$ cat config.mk
export PLATFORM = sky130hd
export DESIGN_NAME = interval_set_point_coalescer
export DESIGN_NICKNAME = d
export VERILOG_FILES = /design/src/rtl/core/isp_pkg.sv /design/src/rtl/core/interval_set_point_coalescer.sv
export SDC_FILE = /design/constraint.sdc
export NUM_CORES = 2
export LEC_CHECK = 0
export BUFFER_PORTS_ARGS = -buffer_cell sky130_fd_sc_hd__buf_2
export CAP_MARGIN = 20
export CELL_PAD_IN_SITES_DETAIL_PLACEMENT = 2
export CELL_PAD_IN_SITES_GLOBAL_PLACEMENT = 2
export CORE_ASPECT_RATIO = 2
export CORE_MARGIN = 2
export CORE_UTILIZATION = 52
export DETAILED_ROUTE_END_ITERATION = 16
export HOLD_SLACK_MARGIN = 0.05
export PLACE_DENSITY_LB_ADDON = 0.1
export SLEW_MARGIN = 30
export SYNTH_ARGS = -nofsm -noshare
export SYNTH_HDL_FRONTEND = slang
export SYNTH_SLANG_ARGS = --single-unit
$ cat constraint.sdc
create_clock -name clk_i -period 8.4 [get_ports clk_i]
set_input_delay 1.68 -clock clk_i [delete_from_list [all_inputs] [get_ports clk_i]]
set_output_delay 1.68 -clock clk_i [all_outputs]
set_load 0.05 [all_outputs]
$ cat src/rtl/core/isp_pkg.sv
`default_nettype none

package isp_pkg;

  localparam int unsigned MaxIntervalsDefault = 64;
  localparam int unsigned CoordWidthDefault   = 32;

  // Fixed widths of the command fields.
  localparam int unsigned PointWidth = 32;
  localparam int unsigned SelWidth   = 6;

  typedef enum logic [2:0] {
    StCovered  = 3'd0,
    StNew      = 3'd1,
    StGrewDown = 3'd2,
    StGrewUp   = 3'd3,
    StJoined   = 3'd4,
    StFull     = 3'd5,
    StReadOk   = 3'd6,
    StReadBad  = 3'd7
  } isp_status_e;

  typedef enum logic [0:0] {
    CmdInsert = 1'b0,
    CmdRead   = 1'b1
  } isp_cmd_e;

  typedef enum logic [1:0] {
    SIdle,
    SScan,
    SDecide,
    SMove
  } isp_state_e;

endpackage

`default_nettype wire

$ cat src/rtl/core/interval_set_point_coalescer.sv
`default_nettype none

// Interval set with point coalescing. A transaction is taken when start is high
// and busy is low; exactly one status comes back on status_o, marked by a
// one-cycle done_o pulse that the receiver must take as it comes. A read
// transaction is answered from the idle state and changes nothing. An insert
// transaction scans the n stored intervals (up to MAX_INTERVALS) and, when two
// intervals join, moves the last entry into the freed slot; it can
// end early when a stored interval already covers the point. The scan reads
// the two interval memories (one read and one write port each), one entry per
// cycle, followed by the write-back of up to two entries. Coordinates are stored with
// the sign bit flipped so that unsigned compares order them as signed values.
// Entries at or above the count are never examined, so the memories need no
// clearing after reset.
module interval_set_point_coalescer
  import isp_pkg::*;
#(
  parameter int unsigned MAX_INTERVALS = MaxIntervalsDefault,
  parameter int unsigned COORD_WIDTH   = CoordWidthDefault
) (
  input  wire logic                  clk_i,
  input  wire logic                  rst_ni,
  input  wire logic                  start,
  output      logic                  busy,
  input  wire logic                  cmd_i,
  input  wire logic [PointWidth-1:0] point_i,
  input  wire logic [SelWidth-1:0]   entry_select_i,
  output      logic                  done_o,
  output      logic [2:0]            status_o
);

  localparam int unsigned IdxW = (MAX_INTERVALS > 1) ? $clog2(MAX_INTERVALS) : 1;
  localparam int unsigned CntW = $clog2(MAX_INTERVALS + 1);
  localparam int unsigned CmpW = (CntW > SelWidth) ? CntW : SelWidth;
  localparam int unsigned ExtW = 64;

  typedef logic [COORD_WIDTH-1:0] coord_t;

  // Interval storage, biased coordinates.
  coord_t low_mem  [MAX_INTERVALS];
  coord_t high_mem [MAX_INTERVALS];

  isp_state_e      state_q, state_d;
  logic [CntW-1:0] count_q, count_d;
  logic [CntW-1:0] iss_q, iss_d;
  logic            cmp_vld_q, cmp_vld_d;
  logic [IdxW-1:0] cmp_idx_q;
  coord_t          b_q, b_d;
  logic            have_lo_q, have_lo_d;
  logic            have_hi_q, have_hi_d;
  logic [IdxW-1:0] lo_idx_q, lo_idx_d;
  logic [IdxW-1:0] hi_idx_q, hi_idx_d;
  coord_t          hi_high_q, hi_high_d;
  coord_t          last_low_q, last_low_d;
  coord_t          last_high_q, last_high_d;
  logic            done_q, done_d;
  logic [2:0]      status_q, status_d;

  coord_t          rd_low_q, rd_high_q;
  logic            rd_en;
  logic [IdxW-1:0] rd_addr;

  logic            low_we, high_we;
  logic [IdxW-1:0] low_waddr, high_waddr;
  coord_t          low_wdata, high_wdata;

  logic [ExtW-1:0] point_ext;
  coord_t          point_b;
  coord_t          b_inc, b_dec;
  logic            hit_cover, hit_hi, hit_lo, hit_last;
  logic            accept;

  // Sign-extend, wrap to the coordinate width, then flip the sign bit.
  assign point_ext = {{(ExtW - PointWidth){point_i[PointWidth-1]}}, point_i};
  assign point_b   = point_ext[COORD_WIDTH-1:0] ^ {1'b1, {(COORD_WIDTH - 1){1'b0}}};

  assign b_inc = b_q + coord_t'(1);
  assign b_dec = b_q - coord_t'(1);

  assign accept = start && !busy;
  assign busy   = (state_q != SIdle);

  // Scan one returned entry against the latched point. No wrap at the ends.
  assign hit_cover = (rd_low_q <= b_q) && (b_q <= rd_high_q);
  assign hit_hi    = (b_q != '1) && (rd_low_q == b_inc);
  assign hit_lo    = (b_q != '0) && (rd_high_q == b_dec);
  assign hit_last  = ({{(CntW - IdxW){1'b0}}, cmp_idx_q} == (count_q - CntW'(1)));

  assign rd_en   = (state_q == SScan) && (iss_q < count_q);
  assign rd_addr = iss_q[IdxW-1:0];

  // Memories: one read and one write port each, read data registered.
  always_ff @(posedge clk_i) begin
    if (rd_en) begin
      rd_low_q  <= low_mem[rd_addr];
      rd_high_q <= high_mem[rd_addr];
    end
    if (low_we) begin
      low_mem[low_waddr] <= low_wdata;
    end
    if (high_we) begin
      high_mem[high_waddr] <= high_wdata;
    end
  end

  always_ff @(posedge clk_i or negedge rst_ni) begin
    if (!rst_ni) begin
      state_q   <= SIdle;
      count_q   <= '0;
      cmp_vld_q <= 1'b0;
      done_q    <= 1'b0;
    end else begin
      state_q   <= state_d;
      count_q   <= count_d;
      cmp_vld_q <= cmp_vld_d;
      done_q    <= done_d;
    end
  end

  // Datapath registers, no reset needed.
  always_ff @(posedge clk_i) begin
    iss_q       <= iss_d;
    cmp_idx_q   <= rd_addr;
    b_q         <= b_d;
    have_lo_q   <= have_lo_d;
    have_hi_q   <= have_hi_d;
    lo_idx_q    <= lo_idx_d;
    hi_idx_q    <= hi_idx_d;
    hi_high_q   <= hi_high_d;
    last_low_q  <= last_low_d;
    last_high_q <= last_high_d;
    status_q    <= status_d;
  end

  always_comb begin
    state_d     = state_q;
    count_d     = count_q;
    iss_d       = iss_q;
    cmp_vld_d   = 1'b0;
    b_d         = b_q;
    have_lo_d   = have_lo_q;
    have_hi_d   = have_hi_q;
    lo_idx_d    = lo_idx_q;
    hi_idx_d    = hi_idx_q;
    hi_high_d   = hi_high_q;
    last_low_d  = last_low_q;
    last_high_d = last_high_q;
    done_d      = 1'b0;
    status_d    = status_q;
    low_we      = 1'b0;
    high_we     = 1'b0;
    low_waddr   = hi_idx_q;
    high_waddr  = lo_idx_q;
    low_wdata   = b_q;
    high_wdata  = b_q;

    unique case (state_q)
      SIdle: begin
        if (accept) begin
          if (cmd_i == CmdRead) begin
            // Answer a read at once; it changes nothing.
            done_d = 1'b1;
            if (CmpW'(entry_select_i) < CmpW'(count_q)) begin
              status_d = StReadOk;
            end else begin
              status_d = StReadBad;
            end
          end else begin
            b_d       = point_b;
            iss_d     = '0;
            have_lo_d = 1'b0;
            have_hi_d = 1'b0;
            state_d   = SScan;
          end
        end
      end

      SScan: begin
        // Issue one read per cycle, check the entry read the cycle before.
        cmp_vld_d = rd_en;
        if (rd_en) begin
          iss_d = iss_q + CntW'(1);
        end
        if (cmp_vld_q && hit_cover) begin
          cmp_vld_d = 1'b0;
          done_d    = 1'b1;
          status_d  = StCovered;
          state_d   = SIdle;
        end else begin
          if (cmp_vld_q) begin
            if (hit_hi) begin
              have_hi_d = 1'b1;
              hi_idx_d  = cmp_idx_q;
              hi_high_d = rd_high_q;
            end
            if (hit_lo) begin
              have_lo_d = 1'b1;
              lo_idx_d  = cmp_idx_q;
            end
            if (hit_last) begin
              last_low_d  = rd_low_q;
              last_high_d = rd_high_q;
            end
          end
          if (!rd_en) begin
            state_d = SDecide;
          end
        end
      end

      SDecide: begin
        priority if (!have_lo_q && !have_hi_q) begin
          done_d  = 1'b1;
          state_d = SIdle;
          if (count_q == CntW'(MAX_INTERVALS)) begin
            status_d = StFull;
          end else begin
            // Append a single-point interval.
            low_we     = 1'b1;
            high_we    = 1'b1;
            low_waddr  = count_q[IdxW-1:0];
            high_waddr = count_q[IdxW-1:0];
            count_d    = count_q + CntW'(1);
            status_d   = StNew;
          end
        end else if (!have_lo_q) begin
          low_we   = 1'b1;
          done_d   = 1'b1;
          status_d = StGrewDown;
          state_d  = SIdle;
        end else if (!have_hi_q) begin
          high_we  = 1'b1;
          done_d   = 1'b1;
          status_d = StGrewUp;
          state_d  = SIdle;
        end else begin
          // Join: the lower interval takes the upper one's high end.
          high_we    = 1'b1;
          high_wdata = hi_high_q;
          count_d    = count_q - CntW'(1);
          if ((CntW'(hi_idx_q) + CntW'(1)) < count_q) begin
            state_d = SMove;
          end else begin
            // The absorbed interval was the last entry: drop it.
            done_d   = 1'b1;
            status_d = StJoined;
            state_d  = SIdle;
          end
        end
      end

      SMove: begin
        // Move the last entry into the freed slot. If the last entry is the
        // lower interval just widened, forward its new high end.
        low_we     = 1'b1;
        high_we    = 1'b1;
        low_waddr  = hi_idx_q;
        high_waddr = hi_idx_q;
        low_wdata  = last_low_q;
        if (CntW'(lo_idx_q) == count_q) begin
          high_wdata = hi_high_q;
        end else begin
          high_wdata = last_high_q;
        end
        done_d   = 1'b1;
        status_d = StJoined;
        state_d  = SIdle;
      end

      default: begin
        state_d = SIdle;
      end
    endcase
  end

  assign done_o   = done_q;
  assign status_o = status_q;

endmodule

`default_nettype wire
==> metrics.md, run 1 <==
| Metric | Value |
|---|---|
| Ports | 47 |
| I/O Buffers | 46 |
| First Err | [ERROR DPL-0033] detailed placement checks failed during check placement. |
| Status | did not finish |
| Post-Synthesis Cells | 7,154 |
| Syn Area/Cell | 23.6 um2 |
| Top cells by count, synth | edfxtp_1 (4,312), mux4_2 (1,344), clkbuf_1 (252) |
| Count of unique library cells instantiated by Yosys | 76 |
| Asr flop ratio synth | less than 1% |
| Area leader, netlist | edfxtp_1 |
| Ys flop type | edfxtp_1 |
| Post-synthesis sequential area ratio | 77.0% |
| Failed at | 3_5_place_dp |
| Yosys warning count | 0 |
| Initial core utilization | 52.3% |
| Syn Nets | 7,287 |
| Cell area after synthesis | 0.169 mm2 |
| # rows | 295 |
| Die W | 407 um |
| Register bit total from synthesis | 4,329 |
| RePlAce Congestion | 0.976 |
| Share of the synthesized area in the top cell type | 76.8% |
| Post-synth EDFFs | 4,312 |
| Top-count cell post-synth | edfxtp_1 |
| Dpl hpwl | between 300,000 and 400,000 um |
| Synth top area cells | edfxtp_1 (77%), mux4_2 (18%), ha_1 (0.68%) |
| Die Y | 809 um |
per-stage QoR:
stage                   setup slack, ns  instances  hold WS (ns)  instance area [um2]
after floorplan                    1.37       7154         0.372               169000
after global placement             2.76      11400         0.502               176000
kinds of logic after synthesis:
| family | share of synthesized area [%] |
|---|---|
| flip-flops | 77.0 |
| multiplexers | 18.1 |
| AND/OR/NAND/NOR | 1.46 |
| buffers and inverters | 1.06 |
| AO/OA/AOI/OAI | 1.01 |
| XOR/XNOR | 0.608 |
| adder cells (fa/ha/maj) | 0.675 |
==> run 2: changes to the inputs <==
Settings changed: CELL_PAD_IN_SITES_DETAIL_PLACEMENT 2 to unset, CELL_PAD_IN_SITES_GLOBAL_PLACEMENT 2 to unset, CORE_ASPECT_RATIO 2 to unset, CORE_UTILIZATION 52 to 39, HOLD_SLACK_MARGIN 0.05 to unset, PLACE_DENSITY_LB_ADDON 0.1 to 0.15.
==> metrics.md, run 2 <==
| Metric | Value |
|---|---|
| CTS clock-pin slew for the worst setup and hold paths | 0.06 ns |
| Post-Synthesis Cells | 7,154 (unchanged) |
| Top cells by count, synth | edfxtp_1 (4,312), mux4_2 (1,344), clkbuf_1 (252) |
| Area grow syn2layout | 15.0% |
| GRT Total Usage | about a fifth |
| Post-synth EDFFs | 4,312 (unchanged) |
| # clock sinks | between 4,000 and 5,000 |
| Crit path kind | flop to flop |
| Register bit total from synthesis | 4,329 (unchanged) |
| Biggest regs | high_mem: 2048 flops, low_mem: 2048 flops |
| Worst Path Max Fanout | 17 |
| Nature of the critical path endpoint | flop |
| H-tree Lvls | 5 |
| Die W | 661 um (+63%) |
| Area leader, netlist | edfxtp_1 |
| Core area | 0.431 mm2 |
| HP Class | flop to flop |
| Dpl hpwl | 287,000 um (-20%) |
| Req. time, crit path | 9.02 ns |
| Fmax achieved | 0.183 GHz |
| Asr flop ratio synth | 0.254% (unchanged) |
| Maximum buffer depth of the clock tree | 4 |
| # rows | 241 (-18%) |
| Wire per inst | between 30 and 40 um |
| PostCTS Resize Cnt | 0 |
| Setup TNS | 0 ns |
| Final period utilization | 65.0% |
| Total grt overflow | 0 |
| Unrepaired setup endpoints after global routing | false |
| DRT Wirelength | roughly 460,000 um |
| Worst endpoint data arrival time | 6.08 ns |
| DRC Markers | 0 |
| Slowest Stage Delay on Critical Path | 0.77 ns |
| Yosys warning count | 0 (unchanged) |
| Ys flop type | edfxtp_1 |
| DR vias/cell | 5.74 |
| Clk_skew | 0.0571 ns |
| Most common cell after layout, fill and taps aside | edfxtp_1 |
| Worst rel slew slack | 31.9% |
| Ports | 47 (unchanged) |
| Share of cells above drive strength 1 | 31.8% |
| Crit path time final | 5.46 ns |
| Fill cells | between 30,000 and 40,000 |
| First drt pass iteration count | 7 |
| Commonest non-fill, non-tap cells in the layout | edfxtp_1 (4,312), mux4_2 (1,344), clkbuf_16 (446), buf_4 (191), nand2_1 (132) |
| Count of unique library cells instantiated by Yosys | 76 (unchanged) |
| Status | finished clean |
| Die Y | 661 um (-18%) |
| Final ANT Viol Nets | 0 |
| Multi-input logic area | between 0.03 and 0.04 mm2 |
| FF/Latch Area | 0.130 mm2 |
| Vias in the first global route | slightly below 80,000 |
| Dpl cell area | around 0.18 mm2 |
| CP max stage cell | nor2_4 |
| Largest net degree at the start of global routing | 135 |
| VDD IR max | 0.223 mV |
| Pwr dens | between 300 and 400 mW/mm2 |
| I/O Buffers | 46 (unchanged) |
| Pleak | 59.1 nW |
| RePlAce Congestion | 0.862 (-12%) |
| Post-synthesis sequential area ratio | 77.0% (unchanged) |
| Design area | 0.194 mm2 |
| CTS root buf | clkbuf_16 |
| # placed instances | 12,800 |
| Syn Area/Cell | 23.6 um2 (unchanged) |
| Top-count cell post-synth | edfxtp_1 |
| Die ar. | approximately 0.44 mm2 |
| Global-route wire length before repair | 636,000 um |
| Layout net count | between 7,000 and 8,000 |
| Fin. max-slew vios | 0 |
| Endpoints failing hold | 0 |
| CTS Hold Buffers Added | 0 |
| Final Setup Violations | 0 |
| Startpoint Class | flop |
| Worst-Margin Slew | 1.02 ns |
| Syn Nets | 7,287 (unchanged) |
| DRT iter0 DRCs | 9,573 |
| Share of the synthesized area in the top cell type | 76.8% (unchanged) |
| Via count | approximately 78,000 |
| Initial core utilization | 39.1% (-13 points) |
| CTS buffer count | 444 |
| Initial antenna violation count | 51 |
| Post-CTS setup buffer count | 0 |
| Latest clock arrival within the worst-skew pair | 1.00 ns |
| Total of max-cap violations | 0 |
| Layout Cells excl Fill | around 14,000 |
| CP cell instances | inv_1 -> ha_1 -> inv_1 -> a31oi_1 -> nand2_1 -> nor2_1 -> a221oi_1 -> nor4_1 -> nand2_1 -> nor2_4 -> buf_4 |
| CTS tree | built |
| Cell area after synthesis | 0.169 mm2 (unchanged) |
| Synth top area cells | edfxtp_1 (77%), mux4_2 (18%), ha_1 (0.68%) |
[run 2: cell counts after synthesis]
No cell type changed its count.
[run 2: path summary, 6_finish.rpt]
path	startpoint	to	slack, ns	cells after the start
setup / recovery	have_hi_q	high_mem[59][6]	2.94	11
hold / removal	cmp_idx_q[3]	hi_idx_q[3]	0.48	0
setup reg to reg	have_hi_q	high_mem[59][6]	2.94	11
hold reg to reg	cmp_idx_q[3]	hi_idx_q[3]	0.48	0
max in group asynchronous	rst_ni	cmp_vld_q	7.53	1
min in group asynchronous	rst_ni	count_q[1]	0.59	1
[run 2: kinds of logic (layout without fill, tap and decap cells)]
kind of cell	after synthesis	count (layout)	synth area share (%)
AND/OR/NAND/NOR	519	519	1.46
adder cells (fa/ha/maj)	91	91	0.675
XOR/XNOR	117	117	0.608
buffers and inverters	465	1249	1.06
AO/OA/AOI/OAI	262	262	1.01
other	0	25	0
flip-flops	4329	4329	77.0
multiplexers	1371	1371	18.1
[run 2: critical path, delay by kind of cell, from the launching register on]
| kind | cells | cell delay [ns] |
|---|---|---|
| and+or+nand+nor | 5 | 2.49 |
| buffers and inverters | 3 | 0.90 |
| AOI/OAI and AO/OA | 2 | 0.63 |
| adders and majority gates | 1 | 0.58 |
| DFF | 1 | 0.43 |
[run 2: layout make-up]
class | instances | share of cell area [%]
Sequential cell | 4329 | 67.0
Timing Repair Buffer | 340 | 2.18
Multi-Input combinational cell | 2360 | 19.8
Clock inverter | 243 | 1.08
Inverter | 97 | 0.192
Tap cell | 5710 | 3.68
Antenna cell | 25 | 0.0323
Clock buffer | 569 | 6.01
[run 2: stage by stage]
stage               util (%)  total power, mW  setup slack (ns)  hold WS (ns)
floorplan                  -             35.6              1.37         0.372
global placement        41.3             42.4              2.62         0.482
detailed placement      41.8             42.5              3.02         0.465
CTS                     45.0             61.4              2.97         0.489
global route            45.0             62.8              2.81         0.498
finish                  45.0             60.8              2.94         0.478
[run 2: where the power goes]
part	internal (mW)	switching (mW)
clock network	10.6	8.26
registers	25.2	0.562
logic	6.36	9.77
total	42.2	18.6
[run 2: layer usage]
metal,GRT usage [%],vias up,routed length [um]
li1,-,31700,-
met1,31.0,43400,200000
met2,32.3,2891,213000
met3,3.62,531,33500
met4,4.34,4,9860
met5,0,-,56
(Power assumes the default switching activity.)
